[config.mk]
export PLATFORM = sky130hd
export DESIGN_NAME = epsilon_greedy_arm_select
export DESIGN_NICKNAME = d
export VERILOG_FILES = /design/src/hdl/egas_pkg.sv /design/src/hdl/egas_lane.sv /design/src/hdl/egas_merge.sv /design/src/hdl/epsilon_greedy_arm_select.sv
export SDC_FILE = /design/constraint.sdc
export NUM_CORES = 1
export LEC_CHECK = 0
export ABC_CLOCK_PERIOD_IN_PS = 11100
export BUFFER_PORTS_ARGS = -buffer_cell sky130_fd_sc_hd__buf_2
export CORE_AREA = 5 5 279 281
export CTS_CLUSTER_DIAMETER = 60
export DETAILED_ROUTE_END_ITERATION = 8
export DIE_AREA = 0 0 284 286
export MAX_ROUTING_LAYER = met4
export PLACE_DENSITY_LB_ADDON = 0.1
export SETUP_SLACK_MARGIN = 0.1
export SYNTH_ARGS = -nofsm -noshare
export SYNTH_HDL_FRONTEND = slang
export SYNTH_SLANG_ARGS = --single-unit
[constraint.sdc]
create_clock -name clk -period 11.1 [get_ports clk]
set_input_delay 1.665 -clock clk [delete_from_list [all_inputs] [get_ports clk]]
set_output_delay 1.665 -clock clk [all_outputs]
set_load 0.01 [all_outputs]
[src/hdl/egas_pkg.sv]
// Shared types, constants and small modulo helpers for the epsilon-greedy arm selector.
package egas_pkg;

  // Field widths fixed by the beat format.
  localparam int unsigned CNT_W     = 24;
  localparam int unsigned ROLL_W    = 15;
  localparam int unsigned PCT_W     = 7;
  localparam int unsigned ARM_W     = 3;
  localparam int unsigned TIE_W     = 4;
  localparam int unsigned MAX_ARMS  = 8;
  localparam int unsigned NUM_LANES = MAX_ARMS / 2;

  // Reset value of the explore percentage.
  localparam logic [PCT_W-1:0] PCT_RESET = 7'd10;

  // Roll modulo 100 by reciprocal multiply: floor(x * 5243 / 2^19) is exact for x < 43699.
  localparam int unsigned ROLL_MOD      = 100;
  localparam int unsigned EXPLORE_RECIP = 5243;
  localparam int unsigned EXPLORE_SHIFT = 19;
  localparam int unsigned RECIP_W       = 13;
  localparam int unsigned PROD_W        = ROLL_W + RECIP_W;
  localparam int unsigned QUOT_W        = PROD_W - EXPLORE_SHIFT;

  typedef logic [CNT_W-1:0] cnt_t;
  typedef logic [ROLL_W-1:0] roll_t;

  // Remainder by 3: 4 is 1 modulo 3, so the 2-bit digits are summed and folded.
  function automatic logic [1:0] mod3(input roll_t x);
    logic [15:0] xp;
    logic [4:0]  s;
    logic [2:0]  t;
    xp = {1'b0, x};
    s = 5'(xp[1:0]) + 5'(xp[3:2]) + 5'(xp[5:4]) + 5'(xp[7:6])
      + 5'(xp[9:8]) + 5'(xp[11:10]) + 5'(xp[13:12]) + 5'(xp[15:14]);
    t = 3'(s[1:0]) + 3'(s[3:2]) + 3'(s[4]);
    if (t >= 3'd6) begin
      t = t - 3'd6;
    end else if (t >= 3'd3) begin
      t = t - 3'd3;
    end
    return t[1:0];
  endfunction

  // Remainder by 5: 16 is 1 modulo 5, so the 4-bit digits are summed and folded.
  function automatic logic [2:0] mod5(input roll_t x);
    logic [5:0] s;
    logic [4:0] t;
    s = 6'(x[3:0]) + 6'(x[7:4]) + 6'(x[11:8]) + 6'(x[14:12]);
    t = 5'(s[3:0]) + 5'(s[5:4]);
    if (t >= 5'd15) begin
      t = t - 5'd15;
    end else if (t >= 5'd10) begin
      t = t - 5'd10;
    end else if (t >= 5'd5) begin
      t = t - 5'd5;
    end
    return t[2:0];
  endfunction

  // Remainder by 7: 8 is 1 modulo 7, so the 3-bit digits are summed and folded.
  function automatic logic [2:0] mod7(input roll_t x);
    logic [5:0] s;
    logic [3:0] t;
    s = 6'(x[2:0]) + 6'(x[5:3]) + 6'(x[8:6]) + 6'(x[11:9]) + 6'(x[14:12]);
    t = 4'(s[2:0]) + 4'(s[5:3]);
    if (t >= 4'd7) begin
      t = t - 4'd7;
    end
    return t[2:0];
  endfunction

  // Remainder of a roll by a divisor from 1 to 8.
  function automatic logic [ARM_W-1:0] mod_small(input roll_t x, input logic [TIE_W-1:0] d);
    logic [1:0] r3;
    logic [ARM_W-1:0] r;
    r3 = mod3(x);
    case (d)
      4'd1: r = '0;
      4'd2: r = {2'b00, x[0]};
      4'd3: r = {1'b0, r3};
      4'd4: r = {1'b0, x[1:0]};
      4'd5: r = mod5(x);
      // The remainder by 6 joins the remainders by 2 and 3.
      4'd6: begin
        if (r3[0] == x[0]) begin
          r = {1'b0, r3};
        end else begin
          r = 3'({1'b0, r3} + 3'd3);
        end
      end
      4'd7: r = mod7(x);
      4'd8: r = x[2:0];
      default: r = '0;
    endcase
    return r;
  endfunction

endpackage

[src/hdl/egas_lane.sv]
// One compare lane: registers a pair of arm counts and the larger of the two.
module egas_lane
  import egas_pkg::*;
(
  input  logic clk,
  input  logic en,
  input  cnt_t cnt_a,
  input  cnt_t cnt_b,
  output cnt_t cnt_a_r,
  output cnt_t cnt_b_r,
  output cnt_t pair_max_r
);

  // Pair compare, loaded whenever the first stage advances.
  always_ff @(posedge clk) begin
    if (en) begin
      cnt_a_r    <= cnt_a;
      cnt_b_r    <= cnt_b;
      pair_max_r <= (cnt_b > cnt_a) ? cnt_b : cnt_a;
    end
  end

endmodule

[src/hdl/egas_merge.sv]
// Merging stage: reduces the lane maxima to the overall maximum count.
module egas_merge
  import egas_pkg::*;
(
  input  logic                      clk,
  input  logic                      en,
  input  cnt_t [NUM_LANES-1:0]      pair_max,
  input  cnt_t [MAX_ARMS-1:0]       cnt,
  output cnt_t                      max_r,
  output cnt_t [MAX_ARMS-1:0]       cnt_r
);

  cnt_t max_nxt;

  // Running maximum over the few lane results.
  always_comb begin
    max_nxt = pair_max[0];
    for (int l = 1; l < NUM_LANES; l++) begin
      if (pair_max[l] > max_nxt) begin
        max_nxt = pair_max[l];
      end
    end
  end

  // The counts travel along so that the next stage can test them for ties.
  always_ff @(posedge clk) begin
    if (en) begin
      max_r <= max_nxt;
      cnt_r <= cnt;
    end
  end

endmodule

[src/hdl/epsilon_greedy_arm_select.sv]
// Top level of the epsilon-greedy arm selector: lanes, merge, tie pick and explore path.
//
// Usage: one input beat carries the eight arm counts and three random words;
// one output beat returns the chosen arm, the explore flag and the number of
// arms tied at the maximum count. Both channels use valid and stall; a beat
// moves on a rising edge with valid high and stall low.
// The explore percentage is written through cfg_wr_en/cfg_wr_data while the
// block is idle; it takes effect for the next beat.
// An input beat passes through three register stages, and one beat is taken
// every cycle while in_stall is low. The stages are the pair-compare lanes with
// the explore quotient multiply, the lane merge with the remainder compare, and
// the tie count and k-th tied arm pick that loads the output register.
// Reset clears all stage valids and sets the explore percentage to 10.
// While the receiver stalls, the output beat holds; empty stages behind it
// still fill, and in_stall rises only once every stage holds a beat.
module epsilon_greedy_arm_select
  import egas_pkg::*;
#(
  parameter int ARM_COUNT = 8
) (
  input  logic              clk,
  input  logic              rst_n,
  input  logic              cfg_wr_en,
  input  logic [PCT_W-1:0]  cfg_wr_data,
  input  logic              in_valid,
  output logic              in_stall,
  input  cnt_t              in_arm_count_0,
  input  cnt_t              in_arm_count_1,
  input  cnt_t              in_arm_count_2,
  input  cnt_t              in_arm_count_3,
  input  cnt_t              in_arm_count_4,
  input  cnt_t              in_arm_count_5,
  input  cnt_t              in_arm_count_6,
  input  cnt_t              in_arm_count_7,
  input  roll_t             in_explore_roll,
  input  roll_t             in_explore_arm_roll,
  input  roll_t             in_tie_roll,
  output logic              out_valid,
  input  logic              out_stall,
  output logic [ARM_W-1:0]  out_chosen_arm,
  output logic              out_explored,
  output logic [TIE_W-1:0]  out_tie_count
);

  // Arms beyond the count fields or below one saturate.
  localparam int ACTIVE = (ARM_COUNT < 1) ? 1 :
                          ((ARM_COUNT > int'(MAX_ARMS)) ? int'(MAX_ARMS) : ARM_COUNT);

  logic [PCT_W-1:0] pct_r;
  logic             v1_r, v2_r, v3_r;
  logic             en1, en2, en3;

  cnt_t [MAX_ARMS-1:0]  cnt_all;
  cnt_t [MAX_ARMS-1:0]  cnt_in;
  cnt_t [MAX_ARMS-1:0]  s1_cnt;
  cnt_t [NUM_LANES-1:0] s1_pmax;
  cnt_t [MAX_ARMS-1:0]  s2_cnt;
  cnt_t                 s2_max;

  logic [PROD_W-1:0]              prod;
  logic [QUOT_W-1:0]              q_nxt;
  logic [MAX_ARMS-1:0][ARM_W-1:0] tmod_nxt;
  logic [ARM_W-1:0]               amod_nxt;

  roll_t                          s1_roll_r;
  logic [QUOT_W-1:0]              s1_q_r;
  logic [MAX_ARMS-1:0][ARM_W-1:0] s1_tmod_r;
  logic [ARM_W-1:0]               s1_amod_r;

  roll_t                          rem_full;
  logic                           explore_nxt;
  logic                           s2_explore_r;
  logic [MAX_ARMS-1:0][ARM_W-1:0] s2_tmod_r;
  logic [ARM_W-1:0]               s2_amod_r;

  logic [MAX_ARMS-1:0] tie_mask;
  logic [TIE_W-1:0]    ties;
  logic [ARM_W-1:0]    rank;
  logic [ARM_W-1:0]    seen;
  logic [ARM_W-1:0]    greedy_arm;
  logic                found;

  logic [ARM_W-1:0] out_chosen_arm_r;
  logic             out_explored_r;
  logic [TIE_W-1:0] out_tie_count_r;

  // Configuration register.
  always_ff @(posedge clk) begin
    if (!rst_n) begin
      pct_r <= PCT_RESET;
    end else if (cfg_wr_en) begin
      pct_r <= cfg_wr_data;
    end
  end

  // Each stage advances when it is empty or the stage after it advances.
  assign en3      = !v3_r || !out_stall;
  assign en2      = !v2_r || en3;
  assign en1      = !v1_r || en2;
  assign in_stall = !en1;

  always_ff @(posedge clk) begin
    if (!rst_n) begin
      v1_r <= 1'b0;
      v2_r <= 1'b0;
      v3_r <= 1'b0;
    end else begin
      if (en1) begin
        v1_r <= in_valid;
      end
      if (en2) begin
        v2_r <= v1_r;
      end
      if (en3) begin
        v3_r <= v2_r;
      end
    end
  end

  // Inactive arms enter the lanes as zero counts and never join a tie.
  assign cnt_all = {in_arm_count_7, in_arm_count_6, in_arm_count_5, in_arm_count_4,
                    in_arm_count_3, in_arm_count_2, in_arm_count_1, in_arm_count_0};

  always_comb begin
    for (int i = 0; i < int'(MAX_ARMS); i++) begin
      cnt_in[i] = (i < ACTIVE) ? cnt_all[i] : '0;
    end
  end

  // Compare lanes, one per pair of arms.
  for (genvar l = 0; l < int'(NUM_LANES); l++) begin : g_lane
    egas_lane u_lane (
      .clk        (clk),
      .en         (en1),
      .cnt_a      (cnt_in[2*l]),
      .cnt_b      (cnt_in[2*l+1]),
      .cnt_a_r    (s1_cnt[2*l]),
      .cnt_b_r    (s1_cnt[2*l+1]),
      .pair_max_r (s1_pmax[l])
    );
  end

  // Merge of the lane maxima.
  egas_merge u_merge (
    .clk      (clk),
    .en       (en2),
    .pair_max (s1_pmax),
    .cnt      (s1_cnt),
    .max_r    (s2_max),
    .cnt_r    (s2_cnt)
  );

  // First stage of the random path: quotient of the explore roll by 100, the tie
  // roll modulo every possible tie count and the explore arm roll modulo the arm count.
  assign prod     = PROD_W'(in_explore_roll) * PROD_W'(EXPLORE_RECIP);
  assign q_nxt    = QUOT_W'(prod >> EXPLORE_SHIFT);
  assign amod_nxt = mod_small(in_explore_arm_roll, TIE_W'(ACTIVE));

  always_comb begin
    for (int d = 0; d < int'(MAX_ARMS); d++) begin
      tmod_nxt[d] = mod_small(in_tie_roll, TIE_W'(d + 1));
    end
  end

  always_ff @(posedge clk) begin
    if (en1) begin
      s1_roll_r <= in_explore_roll;
      s1_q_r    <= q_nxt;
      s1_tmod_r <= tmod_nxt;
      s1_amod_r <= amod_nxt;
    end
  end

  // Second stage: remainder by 100 against the explore percentage.
  assign rem_full    = s1_roll_r - ROLL_W'(s1_q_r) * ROLL_W'(ROLL_MOD);
  assign explore_nxt = rem_full < ROLL_W'(pct_r);

  always_ff @(posedge clk) begin
    if (en2) begin
      s2_explore_r <= explore_nxt;
      s2_tmod_r    <= s1_tmod_r;
      s2_amod_r    <= s1_amod_r;
    end
  end

  // Third stage: tie mask, tie count and the tied arm at the rolled rank.
  always_comb begin
    ties = '0;
    for (int i = 0; i < int'(MAX_ARMS); i++) begin
      tie_mask[i] = (i < ACTIVE) && (s2_cnt[i] == s2_max);
      ties        = ties + TIE_W'(tie_mask[i]);
    end
    rank       = s2_tmod_r[ARM_W'(ties - TIE_W'(1))];
    seen       = '0;
    found      = 1'b0;
    greedy_arm = '0;
    for (int i = 0; i < int'(MAX_ARMS); i++) begin
      if (tie_mask[i] && !found) begin
        if (seen == rank) begin
          greedy_arm = ARM_W'(i);
          found      = 1'b1;
        end
        seen = seen + ARM_W'(1);
      end
    end
  end

  // Output register.
  always_ff @(posedge clk) begin
    if (en3) begin
      out_chosen_arm_r <= s2_explore_r ? s2_amod_r : greedy_arm;
      out_explored_r   <= s2_explore_r;
      out_tie_count_r  <= ties;
    end
  end

  assign out_valid      = v3_r;
  assign out_chosen_arm = out_chosen_arm_r;
  assign out_explored   = out_explored_r;
  assign out_tie_count  = out_tie_count_r;

`ifndef SYNTHESIS
  // A delivered beat always reports between one and all active arms tied.
  a_tie_range: assert property (@(posedge clk) disable iff (!rst_n)
    out_valid |-> (out_tie_count != '0) && (int'(out_tie_count) <= ACTIVE))
    else $error("tie count out of range");

  // Every chosen arm is one of the active arms.
  a_arm_range: assert property (@(posedge clk) disable iff (!rst_n)
    out_valid |-> (int'(out_chosen_arm) < ACTIVE))
    else $error("chosen arm beyond active arms");

  // The input side stalls only when every stage holds a beat behind a stalled output.
  a_stall_full: assert property (@(posedge clk) disable iff (!rst_n)
    in_stall |-> (v1_r && v2_r && out_valid && out_stall))
    else $error("input stalled with room in the pipeline");
`endif

endmodule

Word-level counts from Yosys, hierarchy flattened:

Index checks and enable logic that the tools add are counted.

* mux-type cells: 52
* add/sub/neg operators: 40
* eq/ne operators: 16
* reductions and logical operators: 23
* $lt $le $gt $ge: 15
* multipliers: 2

Operator list (number)
* $eq A24 B24 Y1: 8
* $gt A24 B24 Y1: 7
* $mux W24: 7
* $mux W3: 24
* $mul A15 B13 Y28 const B: 1
* $eq A3 B3 Y1: 7
* $add A3 B1 Y3 const B: 6
* $mux W1: 17
* $add A4 B1 Y4: 4
* $add A5 B2 Y5: 3
* $lt A15 B7 Y1: 1
* $sub A15 B15 Y15: 1
* $mul A9 B5 Y13 const B: 1
* $add A6 B3 Y6: 2
* $logic_not A1 Y1: 12
* $add A4 B2 Y5: 2
* $ge A5 B4 Y1 const B: 2
* $bmux W3 S3: 1
* $sub A3 B3 Y3 const B: 3
* $add A3 B3 Y4: 2
* $logic_and A1 B1 Y1: 7
* $add A2 B2 Y3: 2
* $add A5 B3 Y6: 1
* $add A5 B4 Y6: 1
* 21 further kinds: 26

* bits in registers: 587
* bits of input ports: 249
* logic and storage cells: 196

Depth between registers and ports, before layout:

Gate-level depths: netlist (run 1).

* depth after elaboration: 36
* gate-level depth with buffers: 41
* mapped depth without buffers: 38

Hierarchy:

Synthesis (run 1) repeated with hierarchy kept, for this count alone.

* cell total of the unflattened synthesis: 3105
* area total of the unflattened synthesis: 36727.7 um^2

Modules (own cells, without submodules)
* egas_lane: instances 4, cells each 302, area an instance 3707.3 um^2, sequential area each 2162.1 um^2
* epsilon_greedy_arm_select: instances 1, cells each 1197, area an instance 12027.8 um^2, sequential area each 2212.1 um^2
* egas_merge: instances 1, cells each 700, area an instance 9870.7 um^2, sequential area each 6486.2 um^2

Worst setup path before layout (run 1):

OpenSTA, ideal clock, no wires.

* path kind: input to output
* start point: in out_stall
* end point: out in_stall
* setup slack: -0.182 ns
* stages: 3
* arrival: 9.617 ns
* buffers on the path: 0
* path through: and3_1 nand2_1 inv_1

* cells in the longest elaborated chain, start to end: 5

Ends and longest elaborated chain
* start, declared: line epsilon_greedy_arm_select.sv:39 `input logic out_stall,`
* $logic_not A1 Y1: line epsilon_greedy_arm_select.sv:97 `assign en3 = !v3_r || !out_stall;`
* $logic_or A1 B1 Y1: line epsilon_greedy_arm_select.sv:97
* $logic_or A1 B1 Y1: line epsilon_greedy_arm_select.sv:98 `assign en2 = !v2_r || en3;`
* $logic_or A1 B1 Y1: line epsilon_greedy_arm_select.sv:99 `assign en1 = !v1_r || en2;`
* $logic_not A1 Y1: line epsilon_greedy_arm_select.sv:100 `assign in_stall = !en1;`
* end, declared: line epsilon_greedy_arm_select.sv:26 `output logic in_stall,`

No other way between the ends.

Final worst setup path (run 1):

* start point: reg u_merge.max_r[4]
* end point: reg out_chosen_arm_r[1], in the netlist out_chosen_arm[1], data pin

* cells in the longest elaborated chain, start to end: 36
* elaborated cells between the ends (all ways): 80
* classes of those cells: 14 x add/sub; 15 x eq/ne; 36 x mux; 15 x reduce/logical

Ends and longest elaborated chain
* start, declared: line egas_merge.sv:9 `output cnt_t max_r,`
* start signal, assigned: line egas_merge.sv:28 `max_r <= max_nxt;`
* $eq A24 B24 Y1: line epsilon_greedy_arm_select.sv:190 `tie_mask[i] = (i < ACTIVE) && (s2_cnt[i] == s2_max);`
* $add A1 B1 Y2: line epsilon_greedy_arm_select.sv:191 `ties = ties + TIE_W'(tie_mask[i]);`
* $add A2 B1 Y3: line epsilon_greedy_arm_select.sv:191
* $add A3 B1 Y4: line epsilon_greedy_arm_select.sv:191
* $add A4 B1 Y4 (3 in series): line epsilon_greedy_arm_select.sv:191
* $add A4 B1 Y4 *: line epsilon_greedy_arm_select.sv:191
* net ties[1]: line epsilon_greedy_arm_select.sv:77 `logic [TIE_W-1:0] ties;`
* $sub A3 B1 Y3 *: line epsilon_greedy_arm_select.sv:193 `rank = s2_tmod_r[ARM_W'(ties - TIE_W'(1))];`
* $bmux W3 S3 *: line epsilon_greedy_arm_select.sv:193
* $mux W3 (implied by the code) *: line epsilon_greedy_arm_select.sv:193
* parallel branches: the longest is 23 deep, another holds $add A3 B1 Y3
* $mux W3 *: line epsilon_greedy_arm_select.sv:198 `if (tie_mask[i] && !found) begin`
* $mux W3 *: line epsilon_greedy_arm_select.sv:211 `out_chosen_arm_r <= s2_explore_r ? s2_amod_r : greedy_arm;`
* end signal, assigned: line epsilon_greedy_arm_select.sv:211
* end, declared: line epsilon_greedy_arm_select.sv:83 `logic [ARM_W-1:0] out_chosen_arm_r;`

Mark *: on every way through the listed nets, which the timed path passes. The select of a mux whose other input is x is not followed.
A chain may end at the register's enable or synchronous reset.

==> flow_summary.json, run 1 <==
{
  "antenna_found_initial": 8,
  "power_frac_comb_pct": 42.2,
  "routed_wl_mm": 86.1,
  "grt_max_degree": 166,
  "h-tree-depth": 3,
  "final_cell_mix": "571 x edfxtp_1, 370 x inv_1, 355 x ha_1, 246 x buf_2, 166 x xor2_1",
  "ys_types": 73,
  "crit_top_cell": "ha_1",
  "cts_tree": "yes",
  "setup_tns_ns": 0,
  "min_period_ns": 10.41,
  "synth_top_flop_cell": "edfxtp_1",
  "first_pass_iters": 7,
  "cts_buffers": 70,
  "static-leakage-power_nw": 16.9,
  "synth.largest_area_cell": "edfxtp_1",
  "cp.arrival_ns": 10.74,
  "yosys.area.top_type_share_pct": 51.3,
  "grt_setup_unrepaired": "false",
  "cts_hold_buf": 0,
  "placed_cell_area_mm2": 0.0360,
  "pwr-share-clk_pct": 25.2,
  "fin_hold_ws_ns": 0.410,
  "finalCritPeriodShare_pct": 93.8,
  "drt_iter0_markers": 1263,
  "max_slew_margin_pct": 23.8,
  "cpPeakStageDelay_ns": 0.67,
  "seq_power_share_pct": 32.7,
  "synth_cells": 2492,
  "viasPerCell": 5.22,
  "seq_area_frac_synth_pct": 51.9,
  "setup_viol": 0,
  "cp_slowest_cell": "edfxtp_1",
  "synth_fp_nets": 3203,
  "drc": 0,
  "place_ws_ns": 0.452,
  "fin_skew_ns": 0.0284,
  "synth-async-reset-ratio_pct": 0,
  "worstSetupEndpointType": "flop",
  "post-route-cell-area_mm2": 0.0383,
  "maxSlewViolCount": 0,
  "overflow": 0,
  "critPathLaunchType": "flop",
  "synth-edff-count": 571,
  "fp.coreArea_mm2": 0.0752,
  "dp_hpwl_mm": 67.5,
  "clk_pin_slew_worst_paths_ns": 0.06,
  "nNetsFinal": 3510,
  "stdcell_count": 3836,
  "ant_nets": 0,
  "finalPower_mw": 9.10,
  "row_count": 101,
  "layout_commonest_cell": "edfxtp_1",
  "required_ns": 11.43,
  "drive_above_1_share_pct": 19.3,
  "die_h_um": 286,
  "worst-slew-pin-transition_ns": 1.14,
  "grt_usage_pct": 21.6,
  "fp.dieW_um": 284,
  "grt_pass1_wl_mm": 128,
  "ys_top_cells_by_area": "edfxtp_1 51%, ha_1 13%, fa_1 6.4%",
  "maxCapViolations": 0,
  "yosys_register_bits": 581,
  "crit_type": "flop to flop",
  "p_sw_share_pct": 36.0,
  "dp.cells": 3701,
  "synth.avg_cell_area_um2": 13.4,
  "power_density_mw_per_mm2": 237,
  "outcome": "complete, no violations",
  "finalCoreUtilization_pct": 51.0,
  "grt_pass1_vias": 20793,
  "cts_sinks": 581,
  "fmax_mhz": 96.1,
  "ys_warn_count": 0,
  "root_buffer": "clkbuf_16",
  "ir_drop_mv": 0.158,
  "synth.cell_area_mm2": 0.0334,
  "critical_path.max_fanout": 8,
  "clockBufferDepth": 3,
  "die_area_mm2": 0.0812,
  "start_util_pct": 44.4,
  "nFillCells": 6488,
  "hp-class": "flop to flop",
  "setup_ws_ns": 0.690,
  "io_pins": 259,
  "switchingPower_mw": 3.28,
  "io_buffer_count": 246,
  "finalHoldViolations": 0,
  "vias": 20026,
  "place.gp.congestion": 0.901,
  "drt-wirelength-per-cell_um": 22.4,
  "area_delta_synth_final_pct": 14.8,
  "power.internal_mw": 5.82,
  "clkLatencyLatePin_ns": 0.62
}
[per-layer routing]
layer  vias up  wire (um)  GRT usage [%]
li1       9516          -              -
met1      9913      40700           30.5
met2       497      39400           33.3
met3       100       4260           3.38
met4         0       1790           5.30
met5         -          0              -
[repair_timing]
| action | in CTS | in global routing |
|---|---|---|
| buffers inserted | 0 | 4 |
| resized for setup | 0 | 3 |
| setup endpoints to repair | 0 | 2 |
[power by group through the flow]
stage | combinational (mW) | clock, mW | sequential [mW]
finish | 3.84 | 2.29 | 2.97
CTS | 3.87 | 2.35 | 2.98
floorplan | 2.95 | 0 | 2.84
detailed placement | 3.82 | 0 | 3.02
global route | 4.38 | 2.44 | 2.99
global placement | 3.73 | 0 | 3.02
[cells by family after synthesis]
kind of cell,synth area share [%]
compound gates,5.10
xor+xnor,6.77
fa+ha+maj,19.7
buf+inv,4.82
flops,51.9
mux,6.12
simple gates,5.53
[critical path, delay by kind of cell, from the launching register on]
family / cells / cell delay [ns]
AND/OR/NAND/NOR: 14 / 3.26
AO/OA/AOI/OAI: 4 / 0.68
buffers and inverters: 2 / 0.15
flip-flops: 1 / 0.67
XOR/XNOR: 3 / 0.80
multiplexers: 2 / 0.95
adder cells (fa/ha/maj): 9 / 3.60
[final cells by class]
type                            instances  area (um2)  share of cell area [%]
Clock buffer                           78        1820                    4.76
Multi-Input combinational cell       1492       14500                    37.9
Tap cell                              978        1220                    3.19
Inverter                              372        1400                    3.66
Sequential cell                       581       17300                    45.2
Antenna cell                            2        5.00                  0.0131
Timing Repair Buffer                  282        1510                    3.95
Clock inverter                         51         500                    1.31
[path summary, 6_finish.rpt]
check,start,endpoint,slack (ns),cells after the start
hold / removal,g_lane[3].u_lane.cnt_b_r[1],u_merge.cnt_r[169],0.41,0
hold reg to reg,g_lane[3].u_lane.cnt_b_r[1],u_merge.cnt_r[169],0.41,0
setup reg to reg,u_merge.max_r[4],out_chosen_arm[1],0.69,34
setup / recovery,u_merge.max_r[4],out_chosen_arm[1],0.69,34
[synth_stat cells, types with 4 or more instances]
master    count
o21a_1       18
or3_1         5
clkbuf_1     21
buf_2        24
nand3_1      31
nor3_1       14
nor2b_1      48
a211oi_1      5
nor4_1       40
nand4_1      51
o221ai_1      4
o21bai_1      4
xnor2_1      81
dfxtp_1      10
a31oi_1       8
mux2_2      126
mux2i_1      56
o21ai_0      51
a21o_1       40
and3_1        8
xor2_1      166
inv_1       371
ha_1        355
nand2b_1     33
o211ai_1      4
edfxtp_1    571
a221oi_1      5
o22ai_1       4
fa_1        107
nor2_1       45
a21oi_1      87
nand2_1      46
[state kept, by name, indices dropped and copies added (netlist names), 3 cells and up]
register / count
g_lane.u_lane.cnt_a_r: 96
g_lane.u_lane.cnt_b_r: 96
g_lane.u_lane.pair_max_r: 96
out_chosen_arm: 3
out_tie_count: 4
pct_r: 7
s1_amod_r: 3
s1_q_r: 9
s1_roll_r: 15
s1_tmod_r: 14
s2_amod_r: 3
s2_tmod_r: 14
u_merge.cnt_r: 192
u_merge.max_r: 24
Note: power is estimated with default switching activity, not from simulation.
==> run 2, diff against run 1 <==
Settings changed: ABC_CLOCK_PERIOD_IN_PS 11100 to 8900.
Clock period 11.1 ns to 8.9 ns, I/O delays scaled along.
==> run 2 against run 1 <==
Clock power up 23%; design area is 2.5% higher; critical path depth rose by 1; utilization is 1.2 points higher; non-clock buffer count up 94; sequential share of layout area is 1.1 points lower; register-to-register slack lost 0.62 ns; combinational power up 30%; clock-buffer cell count is the same; sequential power is 23% higher; wire length up 0.71%; largest power group unchanged.
==> flow_summary.json, run 2 (same netlist as run 1, synthesis figures left out) <==
{
  "outcome": "complete, no violations",
  "row_count": 101,
  "drc": 0,
  "grt_pass1_vias": 21288,
  "min_period_ns": 8.83,
  "cp.arrival_ns": 9.15,
  "static-leakage-power_nw": 17.4,
  "routed_wl_mm": 86.7,
  "layout_commonest_cell": "edfxtp_1",
  "antenna_found_initial": 7,
  "setup_ws_ns": 0.0736,
  "fp.dieW_um": 284,
  "finalCritPeriodShare_pct": 99.2,
  "clkLatencyLatePin_ns": 0.60,
  "cp_slowest_cell": "fa_1",
  "start_util_pct": 44.4,
  "grt_max_degree": 99,
  "critical_path.max_fanout": 4,
  "setup_tns_ns": 0,
  "final_cell_mix": "571 x edfxtp_1, 368 x inv_1, 350 x ha_1, 246 x buf_2, 166 x xor2_1",
  "max_slew_margin_pct": 30.3,
  "placed_cell_area_mm2": 0.0367,
  "cts_buffers": 68,
  "largest_register_ffs": 192,
  "post-route-cell-area_mm2": 0.0393,
  "fp.coreArea_mm2": 0.0752,
  "io_buffer_count": 246,
  "first_pass_iters": 5,
  "fin_skew_ns": 0.0236,
  "dp_hpwl_mm": 68.5,
  "cpPeakStageDelay_ns": 0.56,
  "cts_sinks": 581,
  "fmax_mhz": 113,
  "regMostFlops": "u_merge.cnt_r",
  "nNetsFinal": 3602,
  "nFillCells": 6342,
  "critPathLaunchType": "flop",
  "required_ns": 9.23,
  "h-tree-depth": 3,
  "root_buffer": "clkbuf_16",
  "hp-class": "flop to flop",
  "grt_pass1_wl_mm": 130,
  "drt-wirelength-per-cell_um": 22.1,
  "worstSetupEndpointType": "flop",
  "grt_usage_pct": 21.8,
  "maxSlewViolCount": 0,
  "drive_above_1_share_pct": 22.7,
  "clk_pin_slew_worst_paths_ns": 0.06,
  "place_ws_ns": -0.378,
  "place.gp.congestion": 0.921,
  "die_area_mm2": 0.0812,
  "die_h_um": 286,
  "grt_setup_unrepaired": "true",
  "cts_tree": "yes",
  "ant_nets": 0,
  "clockBufferDepth": 3,
  "finalHoldViolations": 0,
  "power_density_mw_per_mm2": 292,
  "crit_type": "flop to flop",
  "maxCapViolations": 0,
  "viasPerCell": 5.17,
  "setup_viol": 0,
  "crit_top_cell": "ha_4",
  "area_delta_synth_final_pct": 17.6,
  "io_pins": 259,
  "overflow": 0,
  "drt_iter0_markers": 1450,
  "vias": 20314,
  "ir_drop_mv": 0.304,
  "worst-slew-pin-transition_ns": 1.05
}
## run 2: changes by cell type in the layout (fill, tap and decap cells not counted), moves of 4 or more
cell,delta
xnor2_1,-4
xnor2_2,+4
nor4_2,+5
buf_4,+89
ha_4,+5
ha_1,-5
clkinv_2,-7
nor4_1,-5
## run 2: per-stage QoR
step / total power [mW] / std cells / hold slack (ns) / utilization [%]
after detailed placement: 8.67 / 3786 / 0.405 / 48.8
final: 11.5 / 3927 / 0.414 / 52.2
after CTS: 11.6 / 3919 / 0.409 / 52.0
after global placement: 8.54 / 3786 / 0.400 / 48.8
after global routing: 12.3 / 3926 / 0.411 / 52.2
after floorplan: 7.24 / 2492 / 0.400 / -
## run 2: worst paths after layout
kind                            slack, ns                 to  cells past startpoint              start
worst min register to register       0.41       s2_amod_r[1]                      0       s1_amod_r[1]
worst max-delay path                 0.07  out_chosen_arm[2]                     35  u_merge.max_r[22]
worst min-delay path                 0.41       s2_amod_r[1]                      0       s1_amod_r[1]
worst max register to register       0.07  out_chosen_arm[2]                     35  u_merge.max_r[22]
## run 2: layout make-up
class / count / area [um2] / area share (%)
sequential: 581 / 17300 / 44.2
multi-input combinational: 1492 / 14800 / 37.6
timing repair buffer: 376 / 2260 / 5.74
clock buffer: 78 / 1760 / 4.48
inverter: 372 / 1400 / 3.57
tap: 978 / 1220 / 3.11
clock inverter: 46 / 500 / 1.27
antenna: 4 / 10.0 / 0.0255
## run 2: metal layers
| layer | wire, um | GRT usage, % |
|---|---|---|
| met1 | 41000 | 30.8 |
| met2 | 38700 | 32.8 |
| met3 | 4530 | 3.41 |
| met4 | 2510 | 6.53 |
| met5 | 0 | - |
## run 2: power breakdown
| part | switching (mW) | internal (mW) |
|---|---|---|
| Clock | 1.15 | 1.68 |
| Sequential | 0.225 | 3.41 |
| Combinational | 2.72 | 2.30 |
## run 2: what timing repair did
item	4_1_cts	5_1_grt
setup endpoints to repair	3	3
gates resized for setup	16	18
hold buffers	0	0
hold endpoints to repair	0	0
setup buffers	9	4
pin swaps	29	9
## run 2: critical path: cells and delay by family, from the launching register on
kind | cells | cell delay (ns)
buffers and inverters | 4 | 0.55
multiplexers | 3 | 1.15
AO/OA/AOI/OAI | 5 | 1.03
AND/OR/NAND/NOR | 12 | 1.90
XOR/XNOR | 2 | 0.30
flip-flops | 1 | 0.50
adder cells (fa/ha/maj) | 9 | 3.11
